==> src/hw/rtl/iee_pkg.sv <==
`default_nettype none
// ----------------------------------------------------------------------------
// iee_pkg
// Shared types, codes and the control store of the infix expression
// evaluator: character codes, status codes, control word layout, the
// microprogram and the character dispatch table.
// ----------------------------------------------------------------------------
package iee_pkg;

  localparam int IEE_STACK_DEPTH = 16;
  localparam int IEE_DATA_WIDTH  = 32;
  localparam int IEE_VALUE_W     = 32;
  localparam int IEE_UPC_W       = 5;

  // characters
  localparam logic [7:0] IEE_CH_0     = 8'h30;
  localparam logic [7:0] IEE_CH_9     = 8'h39;
  localparam logic [7:0] IEE_CH_OPEN  = 8'h28;
  localparam logic [7:0] IEE_CH_CLOSE = 8'h29;
  localparam logic [7:0] IEE_CH_MUL   = 8'h2A;
  localparam logic [7:0] IEE_CH_DIV   = 8'h2F;
  localparam logic [7:0] IEE_CH_ADD   = 8'h2B;
  localparam logic [7:0] IEE_CH_SUB   = 8'h2D;

  // result status
  localparam logic [1:0] IEE_ST_OK       = 2'd0;
  localparam logic [1:0] IEE_ST_DIV_ZERO = 2'd1;
  localparam logic [1:0] IEE_ST_NEST     = 2'd2;

  // pending operator of the current term
  localparam logic [1:0] IEE_MODE_NONE = 2'd0;
  localparam logic [1:0] IEE_MODE_MUL  = 2'd1;
  localparam logic [1:0] IEE_MODE_DIV  = 2'd2;

  // position inside a factor
  localparam logic [1:0] IEE_PH_START  = 2'd0;
  localparam logic [1:0] IEE_PH_NUMBER = 2'd1;
  localparam logic [1:0] IEE_PH_CLOSED = 2'd2;

  // datapath actions
  localparam logic [3:0] A_WAIT      = 4'd0;
  localparam logic [3:0] A_DIGIT     = 4'd1;
  localparam logic [3:0] A_PUSH      = 4'd2;
  localparam logic [3:0] A_OVF       = 4'd3;
  localparam logic [3:0] A_FACTOR    = 4'd4;
  localparam logic [3:0] A_DIVTAKE   = 4'd5;
  localparam logic [3:0] A_SUM       = 4'd6;
  localparam logic [3:0] A_TERM      = 4'd7;
  localparam logic [3:0] A_VALUE     = 4'd8;
  localparam logic [3:0] A_VALUE_FIN = 4'd9;
  localparam logic [3:0] A_POP       = 4'd10;
  localparam logic [3:0] A_EMIT      = 4'd11;

  // stall conditions
  localparam logic [1:0] S_NONE     = 2'd0;
  localparam logic [1:0] S_NO_ITEM  = 2'd1;
  localparam logic [1:0] S_DIV_BUSY = 2'd2;
  localparam logic [1:0] S_OUT_BUSY = 2'd3;

  // branch conditions
  localparam logic [2:0] B_NEXT       = 3'd0;
  localparam logic [2:0] B_ALWAYS     = 3'd1;
  localparam logic [2:0] B_NOT_DIV    = 3'd2;
  localparam logic [2:0] B_LEVEL_ZERO = 3'd3;
  localparam logic [2:0] B_DISPATCH   = 3'd4;

  // microprogram addresses
  localparam logic [IEE_UPC_W-1:0] U_WAIT     = 5'd0;
  localparam logic [IEE_UPC_W-1:0] U_DIGIT    = 5'd1;
  localparam logic [IEE_UPC_W-1:0] U_PUSH     = 5'd2;
  localparam logic [IEE_UPC_W-1:0] U_OVF      = 5'd3;
  localparam logic [IEE_UPC_W-1:0] U_AS_FAC   = 5'd4;
  localparam logic [IEE_UPC_W-1:0] U_AS_DIV   = 5'd5;
  localparam logic [IEE_UPC_W-1:0] U_AS_SUM   = 5'd6;
  localparam logic [IEE_UPC_W-1:0] U_MD_FAC   = 5'd7;
  localparam logic [IEE_UPC_W-1:0] U_MD_DIV   = 5'd8;
  localparam logic [IEE_UPC_W-1:0] U_MD_TERM  = 5'd9;
  localparam logic [IEE_UPC_W-1:0] U_CL_FAC   = 5'd10;
  localparam logic [IEE_UPC_W-1:0] U_CL_DIV   = 5'd11;
  localparam logic [IEE_UPC_W-1:0] U_CL_VAL   = 5'd12;
  localparam logic [IEE_UPC_W-1:0] U_CL_POP   = 5'd13;
  localparam logic [IEE_UPC_W-1:0] U_FN_FAC   = 5'd14;
  localparam logic [IEE_UPC_W-1:0] U_FN_DIV   = 5'd15;
  localparam logic [IEE_UPC_W-1:0] U_FN_VAL   = 5'd16;
  localparam logic [IEE_UPC_W-1:0] U_FN_POP   = 5'd17;
  localparam logic [IEE_UPC_W-1:0] U_EMIT     = 5'd18;

  typedef struct packed {
    logic [3:0]           act;
    logic [1:0]           stall;
    logic [2:0]           branch;
    logic [IEE_UPC_W-1:0] target;
  } iee_uword_t;

  typedef struct packed {
    logic busy;
    logic zero;
  } iee_div_stat_t;

  function automatic iee_uword_t iee_ucode(input logic [IEE_UPC_W-1:0] addr);
    iee_uword_t w;
    w = '{act: A_WAIT, stall: S_NO_ITEM, branch: B_DISPATCH, target: U_WAIT};
    unique case (addr)
      U_WAIT:    w = '{act: A_WAIT,      stall: S_NO_ITEM,  branch: B_DISPATCH,
                       target: U_WAIT};
      U_DIGIT:   w = '{act: A_DIGIT,     stall: S_NONE,     branch: B_ALWAYS,
                       target: U_WAIT};
      U_PUSH:    w = '{act: A_PUSH,      stall: S_NONE,     branch: B_ALWAYS,
                       target: U_WAIT};
      U_OVF:     w = '{act: A_OVF,       stall: S_NONE,     branch: B_ALWAYS,
                       target: U_FN_FAC};
      U_AS_FAC:  w = '{act: A_FACTOR,    stall: S_NONE,     branch: B_NOT_DIV,
                       target: U_AS_SUM};
      U_AS_DIV:  w = '{act: A_DIVTAKE,   stall: S_DIV_BUSY, branch: B_NEXT,
                       target: U_WAIT};
      U_AS_SUM:  w = '{act: A_SUM,       stall: S_NONE,     branch: B_ALWAYS,
                       target: U_WAIT};
      U_MD_FAC:  w = '{act: A_FACTOR,    stall: S_NONE,     branch: B_NOT_DIV,
                       target: U_MD_TERM};
      U_MD_DIV:  w = '{act: A_DIVTAKE,   stall: S_DIV_BUSY, branch: B_NEXT,
                       target: U_WAIT};
      U_MD_TERM: w = '{act: A_TERM,      stall: S_NONE,     branch: B_ALWAYS,
                       target: U_WAIT};
      U_CL_FAC:  w = '{act: A_FACTOR,    stall: S_NONE,     branch: B_NOT_DIV,
                       target: U_CL_VAL};
      U_CL_DIV:  w = '{act: A_DIVTAKE,   stall: S_DIV_BUSY, branch: B_NEXT,
                       target: U_WAIT};
      U_CL_VAL:  w = '{act: A_VALUE,     stall: S_NONE,     branch: B_NEXT,
                       target: U_WAIT};
      U_CL_POP:  w = '{act: A_POP,       stall: S_NONE,     branch: B_ALWAYS,
                       target: U_WAIT};
      U_FN_FAC:  w = '{act: A_FACTOR,    stall: S_NONE,     branch: B_NOT_DIV,
                       target: U_FN_VAL};
      U_FN_DIV:  w = '{act: A_DIVTAKE,   stall: S_DIV_BUSY, branch: B_NEXT,
                       target: U_WAIT};
      U_FN_VAL:  w = '{act: A_VALUE_FIN, stall: S_NONE,     branch: B_LEVEL_ZERO,
                       target: U_EMIT};
      U_FN_POP:  w = '{act: A_POP,       stall: S_NONE,     branch: B_ALWAYS,
                       target: U_FN_FAC};
      U_EMIT:    w = '{act: A_EMIT,      stall: S_OUT_BUSY, branch: B_ALWAYS,
                       target: U_WAIT};
      default:   w = '{act: A_WAIT,      stall: S_NO_ITEM,  branch: B_DISPATCH,
                       target: U_WAIT};
    endcase
    return w;
  endfunction

  function automatic logic [IEE_UPC_W-1:0] iee_dispatch(
    input logic [7:0] ch,
    input logic [1:0] phase,
    input logic       open_full,
    input logic       level_nz
  );
    logic [IEE_UPC_W-1:0] a;
    a = U_FN_FAC;
    if (ch >= IEE_CH_0 && ch <= IEE_CH_9) begin
      a = (phase == IEE_PH_CLOSED) ? U_FN_FAC : U_DIGIT;
    end else if (ch == IEE_CH_ADD || ch == IEE_CH_SUB) begin
      a = U_AS_FAC;
    end else if (ch == IEE_CH_MUL || ch == IEE_CH_DIV) begin
      a = U_MD_FAC;
    end else if (ch == IEE_CH_OPEN) begin
      if (phase != IEE_PH_START) a = U_FN_FAC;
      else if (open_full)         a = U_OVF;
      else                        a = U_PUSH;
    end else if (ch == IEE_CH_CLOSE && level_nz) begin
      a = U_CL_FAC;
    end
    return a;
  endfunction

endpackage
`default_nettype wire

==> src/hw/rtl/iee_char_if.sv <==
`default_nettype none
// ----------------------------------------------------------------------------
// iee_char_if
// Input channel: one character per item, valid/ready handshake.
// ----------------------------------------------------------------------------
interface iee_char_if;
  logic       valid;
  logic       ready;
  logic [7:0] ch;

  modport source (output valid, output ch, input ready);
  modport sink   (input valid, input ch, output ready);
endinterface
`default_nettype wire

==> src/hw/rtl/iee_result_if.sv <==
`default_nettype none
// ----------------------------------------------------------------------------
// iee_result_if
// Result channel: expression value and status per item, valid/ready handshake.
// ----------------------------------------------------------------------------
interface iee_result_if;
  import iee_pkg::*;
  logic                          valid;
  logic                          ready;
  logic signed [IEE_VALUE_W-1:0] value;
  logic [1:0]                    status;

  modport source (output valid, output value, output status, input ready);
  modport sink   (input valid, input value, input status, output ready);
endinterface
`default_nettype wire

==> src/hw/rtl/iee_div.sv <==
`default_nettype none
// ----------------------------------------------------------------------------
// iee_div
// Signed divider, truncating toward zero. Restoring, one quotient bit per
// cycle on magnitudes; a zero divisor finishes at once with quotient zero.
// ----------------------------------------------------------------------------
module iee_div #(
  parameter int DATA_WIDTH = iee_pkg::IEE_DATA_WIDTH
) (
  input  wire logic                    clk,
  input  wire logic                    rst,
  input  wire logic                    start,
  input  wire logic [DATA_WIDTH-1:0]   dividend,
  input  wire logic [DATA_WIDTH-1:0]   divisor,
  output logic [DATA_WIDTH-1:0]        quotient,
  output iee_pkg::iee_div_stat_t       stat
);
  import iee_pkg::*;

  localparam int CNT_W = $clog2(DATA_WIDTH + 1);

  logic [DATA_WIDTH-1:0] rem;
  logic [DATA_WIDTH-1:0] quot;
  logic [DATA_WIDTH-1:0] den;
  logic                  neg;
  logic [CNT_W-1:0]      cnt;
  logic                  busy;
  logic                  zero;

  logic [DATA_WIDTH-1:0] a_mag;
  logic [DATA_WIDTH-1:0] b_mag;
  logic [DATA_WIDTH:0]   trial;

  assign a_mag = dividend[DATA_WIDTH-1] ? DATA_WIDTH'(0) - dividend : dividend;
  assign b_mag = divisor[DATA_WIDTH-1]  ? DATA_WIDTH'(0) - divisor  : divisor;
  assign trial = {rem, quot[DATA_WIDTH-1]} - {1'b0, den};

  always_ff @(posedge clk) begin
    if (rst) begin
      busy <= 1'b0;
      zero <= 1'b0;
      cnt  <= '0;
    end else if (start) begin
      rem  <= '0;
      den  <= b_mag;
      neg  <= dividend[DATA_WIDTH-1] ^ divisor[DATA_WIDTH-1];
      if (b_mag == '0) begin
        quot <= '0;
        zero <= 1'b1;
        busy <= 1'b0;
        cnt  <= '0;
      end else begin
        quot <= a_mag;
        zero <= 1'b0;
        busy <= 1'b1;
        cnt  <= CNT_W'(DATA_WIDTH);
      end
    end else if (busy) begin
      if (!trial[DATA_WIDTH]) begin
        rem <= trial[DATA_WIDTH-1:0];
      end else begin
        rem <= {rem[DATA_WIDTH-2:0], quot[DATA_WIDTH-1]};
      end
      quot <= {quot[DATA_WIDTH-2:0], ~trial[DATA_WIDTH]};
      cnt  <= cnt - CNT_W'(1);
      if (cnt == CNT_W'(1)) busy <= 1'b0;
    end
  end

  assign quotient  = neg ? DATA_WIDTH'(0) - quot : quot;
  assign stat.busy = busy;
  assign stat.zero = zero;

endmodule
`default_nettype wire

==> src/hw/rtl/infix_expression_evaluator.sv <==
`default_nettype none
// ----------------------------------------------------------------------------
// infix_expression_evaluator
// Streaming evaluator of integer infix expressions, one character per item.
// ----------------------------------------------------------------------------
// Feed the expression one ASCII character per item: decimal numbers, + - * /
// with the usual precedence, and parentheses nested up to STACK_DEPTH deep.
// Any other character, a digit after ')', '(' after a digit or ')', or ')'
// with no open '(', ends the expression and produces one result item (value
// wrapping on DATA_WIDTH bits, status 0 ok, 1 division by zero, 2 nesting
// overflow or unbalanced); the block then starts over. A small microprogram
// drives the datapath, one routine per item; a terminator also closes every
// still-open '(' and waits for the previous result to be taken, and a
// pending division waits for the iterative divider to complete it. The
// finished result waits in an output register while the next expression is
// already being taken in.
// ----------------------------------------------------------------------------
module infix_expression_evaluator #(
  parameter int STACK_DEPTH = iee_pkg::IEE_STACK_DEPTH,
  parameter int DATA_WIDTH  = iee_pkg::IEE_DATA_WIDTH
) (
  input wire logic     clk,
  input wire logic     rst,
  iee_char_if.sink     chars,
  iee_result_if.source results
);
  import iee_pkg::*;

  localparam int LVL_W   = $clog2(STACK_DEPTH + 1);
  localparam int IDX_W   = (STACK_DEPTH > 1) ? $clog2(STACK_DEPTH) : 1;
  localparam int FRAME_W = 2 * DATA_WIDTH + 3;

  logic [IEE_UPC_W-1:0] upc;
  logic [IEE_UPC_W-1:0] upc_next;
  iee_uword_t           uw;
  logic                 stall;
  logic                 fire;

  logic [DATA_WIDTH-1:0] sum;
  logic                  sign;
  logic [DATA_WIDTH-1:0] term;
  logic [1:0]            mode;
  logic [DATA_WIDTH-1:0] acc;
  logic [1:0]            phase;
  logic [LVL_W-1:0]      level;
  logic [1:0]            err;
  logic [7:0]            ch;
  logic [DATA_WIDTH-1:0] fac;
  logic [DATA_WIDTH-1:0] vreg;

  logic [FRAME_W-1:0]    stack_mem [STACK_DEPTH];
  logic [FRAME_W-1:0]    frame;

  logic                  out_valid;
  logic [IEE_VALUE_W-1:0] out_value;
  logic [1:0]            out_status;

  logic [DATA_WIDTH-1:0] prod;
  logic [DATA_WIDTH-1:0] lvl_val;
  logic [DATA_WIDTH-1:0] digit_acc;
  logic [LVL_W-1:0]      lvl_m1;
  logic                  div_start;
  logic [DATA_WIDTH-1:0] div_q;
  iee_div_stat_t         div_stat;

  assign uw = iee_ucode(upc);

  always_comb begin
    unique case (uw.stall)
      S_NO_ITEM:  stall = !chars.valid;
      S_DIV_BUSY: stall = div_stat.busy;
      S_OUT_BUSY: stall = out_valid && !results.ready;
      default:    stall = 1'b0;
    endcase
  end

  assign fire        = !stall;
  assign chars.ready = (uw.stall == S_NO_ITEM);

  always_comb begin
    upc_next = upc;
    if (fire) begin
      unique case (uw.branch)
        B_ALWAYS:     upc_next = uw.target;
        B_NOT_DIV:    upc_next = (mode != IEE_MODE_DIV) ? uw.target : upc + IEE_UPC_W'(1);
        B_LEVEL_ZERO: upc_next = (level == '0) ? uw.target : upc + IEE_UPC_W'(1);
        B_DISPATCH:   upc_next = iee_dispatch(chars.ch, phase,
                                              level >= LVL_W'(STACK_DEPTH),
                                              level != '0);
        default:      upc_next = upc + IEE_UPC_W'(1);
      endcase
    end
  end

  always_ff @(posedge clk) begin
    if (rst) begin
      upc <= U_WAIT;
    end else begin
      upc <= upc_next;
    end
  end

  assign prod      = term * acc;
  assign lvl_val   = sign ? sum - fac : sum + fac;
  assign digit_acc = (acc << 3) + (acc << 1) + DATA_WIDTH'(ch[3:0]);
  assign lvl_m1    = level - LVL_W'(1);
  assign div_start = fire && (uw.act == A_FACTOR) && (mode == IEE_MODE_DIV);

  iee_div #(
    .DATA_WIDTH(DATA_WIDTH)
  ) u_div (
    .clk      (clk),
    .rst      (rst),
    .start    (div_start),
    .dividend (term),
    .divisor  (acc),
    .quotient (div_q),
    .stat     (div_stat)
  );

  always_ff @(posedge clk) begin
    if (fire && uw.act == A_PUSH) begin
      stack_mem[level[IDX_W-1:0]] <= {sign, mode, term, sum};
    end
    if (fire && (uw.act == A_VALUE || uw.act == A_VALUE_FIN)) begin
      frame <= stack_mem[lvl_m1[IDX_W-1:0]];
    end
  end

  always_ff @(posedge clk) begin
    if (rst) begin
      sum   <= '0;
      sign  <= 1'b0;
      term  <= '0;
      mode  <= IEE_MODE_NONE;
      acc   <= '0;
      phase <= IEE_PH_START;
      level <= '0;
      err   <= IEE_ST_OK;
    end else if (fire) begin
      unique case (uw.act)
        A_WAIT: begin
          if (chars.valid) ch <= chars.ch;
        end
        A_DIGIT: begin
          acc   <= digit_acc;
          phase <= IEE_PH_NUMBER;
        end
        A_PUSH: begin
          level <= level + LVL_W'(1);
          sum   <= '0;
          sign  <= 1'b0;
          term  <= '0;
          mode  <= IEE_MODE_NONE;
          acc   <= '0;
          phase <= IEE_PH_START;
        end
        A_OVF: begin
          if (err == IEE_ST_OK) err <= IEE_ST_NEST;
        end
        A_FACTOR: begin
          fac <= (mode == IEE_MODE_MUL) ? prod : acc;
        end
        A_DIVTAKE: begin
          fac <= div_q;
          if (div_stat.zero && err == IEE_ST_OK) err <= IEE_ST_DIV_ZERO;
        end
        A_SUM: begin
          sum   <= lvl_val;
          sign  <= (ch == IEE_CH_SUB);
          term  <= '0;
          mode  <= IEE_MODE_NONE;
          acc   <= '0;
          phase <= IEE_PH_START;
        end
        A_TERM: begin
          term  <= fac;
          mode  <= (ch == IEE_CH_MUL) ? IEE_MODE_MUL : IEE_MODE_DIV;
          acc   <= '0;
          phase <= IEE_PH_START;
        end
        A_VALUE: begin
          vreg <= lvl_val;
        end
        A_VALUE_FIN: begin
          vreg <= lvl_val;
          if (level != '0 && err == IEE_ST_OK) err <= IEE_ST_NEST;
        end
        A_POP: begin
          sum   <= frame[DATA_WIDTH-1:0];
          term  <= frame[2*DATA_WIDTH-1:DATA_WIDTH];
          mode  <= frame[2*DATA_WIDTH+1:2*DATA_WIDTH];
          sign  <= frame[2*DATA_WIDTH+2];
          acc   <= vreg;
          phase <= IEE_PH_CLOSED;
          level <= lvl_m1;
        end
        A_EMIT: begin
          sum   <= '0;
          sign  <= 1'b0;
          term  <= '0;
          mode  <= IEE_MODE_NONE;
          acc   <= '0;
          phase <= IEE_PH_START;
          level <= '0;
          err   <= IEE_ST_OK;
        end
        default: begin
        end
      endcase
    end
  end

  always_ff @(posedge clk) begin
    if (rst) begin
      out_valid <= 1'b0;
    end else if (fire && uw.act == A_EMIT) begin
      out_valid <= 1'b1;
    end else if (results.ready) begin
      out_valid <= 1'b0;
    end
  end

  always_ff @(posedge clk) begin
    if (fire && uw.act == A_EMIT) begin
      out_value  <= IEE_VALUE_W'(vreg);
      out_status <= err;
    end
  end

  assign results.valid  = out_valid;
  assign results.value  = out_value;
  assign results.status = out_status;

  a_level_bound: assert property (@(posedge clk) disable iff (rst)
    level <= LVL_W'(STACK_DEPTH))
    else $error("nesting level beyond stack depth");

  a_pop_nonempty: assert property (@(posedge clk) disable iff (rst)
    (fire && uw.act == A_POP) |-> level != '0)
    else $error("frame pop with empty stack");

  a_div_idle_start: assert property (@(posedge clk) disable iff (rst)
    div_start |-> !div_stat.busy)
    else $error("divider started while busy");

  a_emit_clears: assert property (@(posedge clk) disable iff (rst)
    (fire && uw.act == A_EMIT) |=> (level == '0 && err == IEE_ST_OK && results.valid))
    else $error("result emitted without clearing state");

endmodule
`default_nettype wire

==> src/flat_wrapper.sv <==
// flat-port wrapper written by rule: the top's interface ports become plain ports
module infix_expression_evaluator_flat import iee_pkg::*;
#(
  parameter int STACK_DEPTH = iee_pkg::IEE_STACK_DEPTH,
  parameter int DATA_WIDTH  = iee_pkg::IEE_DATA_WIDTH
)
  (clk, rst, chars_valid, chars_ch, chars_ready, results_valid, results_value, results_status, results_ready);
  iee_char_if chars_i ();
  iee_result_if results_i ();
  input wire logic clk;
  input wire logic rst;
  input wire logic [$bits(chars_i.valid)-1:0] chars_valid;
  input wire logic [$bits(chars_i.ch)-1:0] chars_ch;
  output wire logic [$bits(chars_i.ready)-1:0] chars_ready;
  output wire logic [$bits(results_i.valid)-1:0] results_valid;
  output wire logic [$bits(results_i.value)-1:0] results_value;
  output wire logic [$bits(results_i.status)-1:0] results_status;
  input wire logic [$bits(results_i.ready)-1:0] results_ready;
  assign chars_i.valid = chars_valid;
  assign chars_i.ch = chars_ch;
  assign chars_ready = chars_i.ready;
  assign results_valid = results_i.valid;
  assign results_value = results_i.value;
  assign results_status = results_i.status;
  assign results_i.ready = results_ready;
  infix_expression_evaluator #(.STACK_DEPTH(STACK_DEPTH), .DATA_WIDTH(DATA_WIDTH)) u_core (.clk(clk), .rst(rst), .chars(chars_i), .results(results_i));
endmodule
==> config.mk <==
export PLATFORM = sky130hd
export DESIGN_NAME = infix_expression_evaluator_flat
export DESIGN_NICKNAME = d
export VERILOG_FILES = /design/src/hw/rtl/iee_pkg.sv /design/src/hw/rtl/iee_char_if.sv /design/src/hw/rtl/iee_result_if.sv /design/src/hw/rtl/iee_div.sv /design/src/hw/rtl/infix_expression_evaluator.sv /design/src/flat_wrapper.sv
export SDC_FILE = /design/constraint.sdc
export NUM_CORES = 2
export LEC_CHECK = 0
export ABC_AREA = 1
export BUFFER_PORTS_ARGS = -buffer_cell sky130_fd_sc_hd__buf_2
export CAP_MARGIN = 15
export CORE_ASPECT_RATIO = 0.7
export CORE_MARGIN = 2
export CORE_UTILIZATION = 55
export CTS_CLUSTER_SIZE = 12
export DETAILED_ROUTE_END_ITERATION = 10
export PLACE_DENSITY_LB_ADDON = 0.12
export SLEW_MARGIN = 20
export SYNTH_ARGS = -nofsm -noshare
export SYNTH_HDL_FRONTEND = slang
export SYNTH_SLANG_ARGS = --single-unit
==> constraint.sdc <==
create_clock -name clk -period 11.7 [get_ports clk]
set_clock_uncertainty 0.1 [all_clocks]
set_input_delay 0 -clock clk [delete_from_list [all_inputs] [get_ports clk]]
set_output_delay 0 -clock clk [all_outputs]
set_load 0.02 [all_outputs]
After elaboration in Yosys (flattened, before gate mapping):

Memories as Yosys holds them, arrays and structs flattened. A register that Yosys moved wholly into a read port is not among the register bits.
Index checks and enable logic that the tools add are counted.

* bits in registers: 325
* RAM bits: 1072
* ROM bits: 448
* input port bits: 12
* word-level logic and storage cells: 171
* memories: 2

Memory list
* u_core.stack_mem: words 16, width 67, rd ports 1, clocked after memory_dff 1, write ports 1, line infix_expression_evaluator.sv:51 `logic [FRAME_W-1:0] stack_mem [STACK_DEPTH];`
* (name not given): words 32, width 14, rd ports 1, clocked after memory_dff 1, write ports 0, line iee_pkg.sv:103 `unique case (addr)`

* $add $sub $neg: 12
* multiply operators: 1
* magnitude comparators: 3
* equality and inequality tests: 34
* mux-type cells: 49
* bitwise logic cells: 4
* reductions and logical operators: 44

Operators with widths (number)
* $mux W32: 10
* $pmux W32 S3: 3
* $sub A1 B32 Y32 const A: 3
* $add A32 B32 Y32: 2
* $eq A8 B6 Y1 const B: 8
* $pmux W32 S2: 1
* $mux W5: 9
* $sub A33 B32 Y33: 1
* $add A32 B4 Y32: 1
* $logic_not A32 Y1: 1
* $mul A32 B32 Y32: 1
* $sub A32 B32 Y32: 1
* $pmux W5 S4: 1
* $mux W6: 3
* $eq A4 B3 Y1 const B: 4
* $eq A4 B4 Y1 const B: 4
* $pmux W5 S3: 1
* $pmux W2 S3: 2
* $reduce_and A2 Y1: 6
* $reduce_bool A3 Y1: 4
* $add A5 B1 Y5 const B: 2
* $logic_and A1 B1 Y1: 10
* $mux W1: 10
* $eq A2 B2 Y1 const B: 4
* other kinds (35): 55

Depth between registers and ports, before layout:

* depth after elaboration: 10
* mapped depth: 40
* gate-level depth less buffers: 37

Cells and area by module:

Synthesis repeated with hierarchy kept, for this count alone.

* cells, all modules: 8279
* area total of the unflattened synthesis: 83722.8 µm²

By module, submodules not included
* infix_expression_evaluator: instances 1, cells an instance 6987, area each 74607.8 µm², seq. area each 39948.3 µm²
* iee_div: instances 1, cells an instance 1292, area each 9115.0 µm², seq. area each 3072.9 µm²

Worst setup path after synthesis:

Ideal clock, no wire load.

* kind: reg2reg
* start: reg u_core.term[13]
* end: reg u_core.fac[27] (data pin)
* library setup time: 0.131 ns
* arrival: 6.814 ns
* data required time: 11.469 ns
* setup slack: 4.656 ns
* cell stages (with the launch flop): 26
* buffers on the path: 3
* clock period less this slack: 7.044 ns
* cells stage by stage: dfxtp_1 clkbuf_1 clkbuf_1 clkbuf_1 nand2_1 fa_1 inv_1 fa_1 fa_1 inv_1 fa_1 inv_1 fa_1 fa_1 fa_1 fa_1 ha_1 nand2_1 nor4_1 nand4_1 nand3_1 a21oi_1 or2_2 nand3_1 o211ai_1 nand2_1

* longest elaborated chain between the ends: 3

RTL lines
* start, declared: line infix_expression_evaluator.sv:41 `logic [DATA_WIDTH-1:0] term;`
* start signal, assigned: line infix_expression_evaluator.sv:191 `term <= frame[2*DATA_WIDTH-1:DATA_WIDTH];`
* $mul A32 B32 Y32: line infix_expression_evaluator.sv:103 `assign prod = term * acc;`
* $mux W32: line infix_expression_evaluator.sv:162 `fac <= (mode == IEE_MODE_MUL) ? prod : acc;`
* $pmux W32 S2: line infix_expression_evaluator.sv:141 `unique case (uw.act)`
* end signal, assigned: line infix_expression_evaluator.sv:162
* end signal, assigned: line infix_expression_evaluator.sv:165 `fac <= div_q;`
* end, declared: line infix_expression_evaluator.sv:48 `logic [DATA_WIDTH-1:0] fac;`

Every way passes these cells.
A chain may end at the register's enable or synchronous reset.

Final worst setup path:

Ends and elaborated chain as after synthesis.

==> qor.yml <==
outcome:
  outcome: "completed"
timing:
  worst-slew-pin-transition_ns: 1.13
  rsz0062_at_grt: "no"
  drv_slew: 0
  finalSetupViolCount: 0
  setup_tns_ns: 0
  maxSlewHeadroom: 0.242
  period_needed_ns: 7.74
  finalCritPeriodShare: 0.662
  fmax_ghz: 0.129
  finalHoldViolCount: 0
detailed_routing:
  drt_wl_total_um: 259000
  drc: 0
  postRouteAntennaNets: 0
  firstDrtPassIters: 6
  viasPerCell: 6.01
  drt-wirelength-per-cell_um: 25.3
  vias: 61426
  drt-initial-drc-count: 8534
logic_synthesis:
  synth_enable_flop_cells: 1342
  synth_area_leaders: "edfxtp_1, fa_1, nand2_1"
  synth_top_area_cell: "edfxtp_1"
  synth_top_flop_cell: "edfxtp_1"
  ys_seq_area_frac: 0.517
  async_flop_share: 0
  synth.avg_cell_area_um2: 10.2
  syn_nets: 8867
  syn_inst: 8184
  netlist_area_um2: 83200
  ys_warn_count: 0
  synth_cell_type_count: 69
  yosys_register_bits: 1478
  synth_top_area_share: 0.484
clock_tree:
  h-tree-depth: 4
  cts_root_buffer: "clkbuf_16"
  cts_buffers: 148
  clock_sinks: 1478
  cts_hold_buf: 18
  post-cts-setup-buffers: 0
  clk_pin_slew_ns: 0.06
  clock_path_buffers: 3
  worstSkewPairLatency_ns: 0.79
  ctsResizeCount: 0
  cts_tree: "done"
power:
  ir_drop_mv: 0.238
  powerDensity_nw_per_um2: 183
  total_power_mw: 16.5
  p_leak_nw: 37.3
placed_design:
  hpwl_um: 171000
  io_buffers: 47
  gp_congestion: 1.02
final_layout:
  layout_commonest_cell: "edfxtp_1"
  syn_to_final_growth_pct: 8.54
  drive_gt1_frac: 0.0641
  n_fill_cell: 12553
  layout_common_cells: "edfxtp_1, nand2_1, inv_1"
  nets: 8793
  final_util: 0.601
worst_setup_path:
  worstPathCellList: "buf_4 -> nand2_1 -> inv_1 -> fa_1 -> fa_1 -> fa_1 -> inv_1 -> fa_1 -> inv_1 -> fa_1 -> fa_1 -> fa_1 -> fa_1 -> ha_1 -> nand2_1 -> nor4_1 -> nand4_1 -> nand3_1 -> a21oi_1 -> or2_2 -> nand3_1 -> o211ai_1 -> nand2_1"
  crit_path_top_delay_cell: "dfxtp_1"
  cp_data_arrival_time_ns: 8.28
  crit_family: "adder cells"
  startpoint_type: "flip-flop"
  cp.required_ns: 12.24
  cp_max_fo: 22
  path_class: "flip-flop to flip-flop"
  crit_top_cell: "fa_1"
  cp-end-kind: "flip-flop"
  max_stage_delay_ns: 0.73
  path_buf_inv: 4
grt:
  grt_pass1_vias: 58199
  grt_max_degree: 183
  grt_pass1_wl_um: 383000
  grt_overflow: 0
  grt_usage: 0.336
  antenna_found_initial: 13
floorplanning:
  die_h_um: 329
  rows: 119
  start_util: 0.554
  dieArea_um2: 155000
  die_x_um: 469
  core_um2: 150000
  io_pins: 48
flow_run:
  maxCapViolations: 0
worst_hold_path:
  hp-class: "primary input to flip-flop"
worst paths after layout:
check             slack [ns]  depth (start not counted)             from                      end
hold / removal          0.28                          4    results_ready     u_core.results.valid
setup / recovery        3.96                         23  u_core.term[13]           u_core.fac[27]
setup reg to reg        3.96                         23  u_core.term[13]           u_core.fac[27]
hold reg to reg         0.37                          0  u_core.term[30]  u_core.stack_mem[2][62]
cell type report:
cell class	instances	area, um^2	area share
Antenna cell	6	15.0	0.000166
Tap cell	1996	2500	0.0276
Inverter	1107	4170	0.0462
Timing Repair Buffer	209	1550	0.0171
Sequential cell	1478	43000	0.476
Multi-Input combinational cell	5166	34500	0.382
Clock buffer	233	4140	0.0458
Clock inverter	31	443	0.00490
sequential cells by signal, indices dropped and copies added, names as in the netlist, 6 cells and up:
register / count
u_core.term: 32
u_core.sum: 32
u_core.ch: 8
u_core.u_div.quot: 32
u_core.uw: 14
u_core.acc: 32
u_core.results.value: 32
u_core.stack_mem: 1072
u_core.u_div.den: 32
u_core.u_div.rem: 32
u_core.fac: 32
u_core.vreg: 32
u_core.frame: 67
u_core.u_div.cnt: 6
layer usage:
layer,GRT usage,routed length [um],vias up
li1,-,-,27512
met1,0.526,114000,30017
met2,0.461,105000,3512
met3,0.0847,33100,383
met4,0.0902,6900,2
met5,0,9,-
where the power goes:
part           internal [mW]  total (mW)  switching [mW]
clock network           2.56        4.60            2.04
registers               6.40        6.86           0.465
logic                   1.37        5.09            3.72
total                   10.3        16.5            6.22
cell families after synthesis:
kind of cell             after synthesis  synth area share
adder cells (fa/ha/maj)              671             0.138
multiplexers                         155            0.0186
AO/OA/AOI/OAI                       1509             0.106
XOR/XNOR                             169            0.0179
flip-flops                          1478             0.517
AND/OR/NAND/NOR                     2662             0.131
buffers and inverters               1540            0.0712
worst register-to-register path, stage by stage (launching register included):
cell	delay [ns]
dfxtp_1	0.73
buf_4	0.48
nand2_1	0.12
inv_1	0.09
fa_1	0.43
fa_1	0.51
fa_1	0.58
inv_1	0.07
fa_1	0.48
inv_1	0.05
fa_1	0.48
fa_1	0.45
fa_1	0.53
fa_1	0.42
ha_1	0.43
nand2_1	0.15
nor4_1	0.44
nand4_1	0.16
nand3_1	0.22
a21oi_1	0.12
or2_2	0.28
nand3_1	0.08
o211ai_1	0.09
nand2_1	0.08
per-stage QoR:
| step | area (um^2) | hold slack, ns | cells | setup slack, ns |
|---|---|---|---|---|
| final | 90300 | 0.284 | 10226 | 3.96 |
| after global routing | 90300 | 0.167 | 10221 | 3.57 |
| after CTS | 90300 | 0.155 | 10220 | 4.01 |
| after detailed placement | 85600 | 0.0950 | 9938 | 4.07 |
| after global placement | 85600 | 0.0912 | 9938 | 4.22 |
| after floorplan | 83200 | -0.00113 | 8184 | 4.66 |
synthesized netlist by cell type, types with 41 or more instances:
cell type / n
edfxtp_1: 1342
nand2_1: 1277
inv_1: 1083
nor2_1: 921
o21ai_0: 713
fa_1: 412
clkbuf_1: 327
a21oi_1: 294
ha_1: 259
nand3_1: 216
mux2i_1: 155
dfxtp_1: 136
xor2_1: 128
o22ai_1: 114
nor3_1: 98
o221ai_1: 91
o32ai_1: 68
buf_2: 53
buf_1: 42
nand4_1: 41
(Power assumes the default switching activity.)
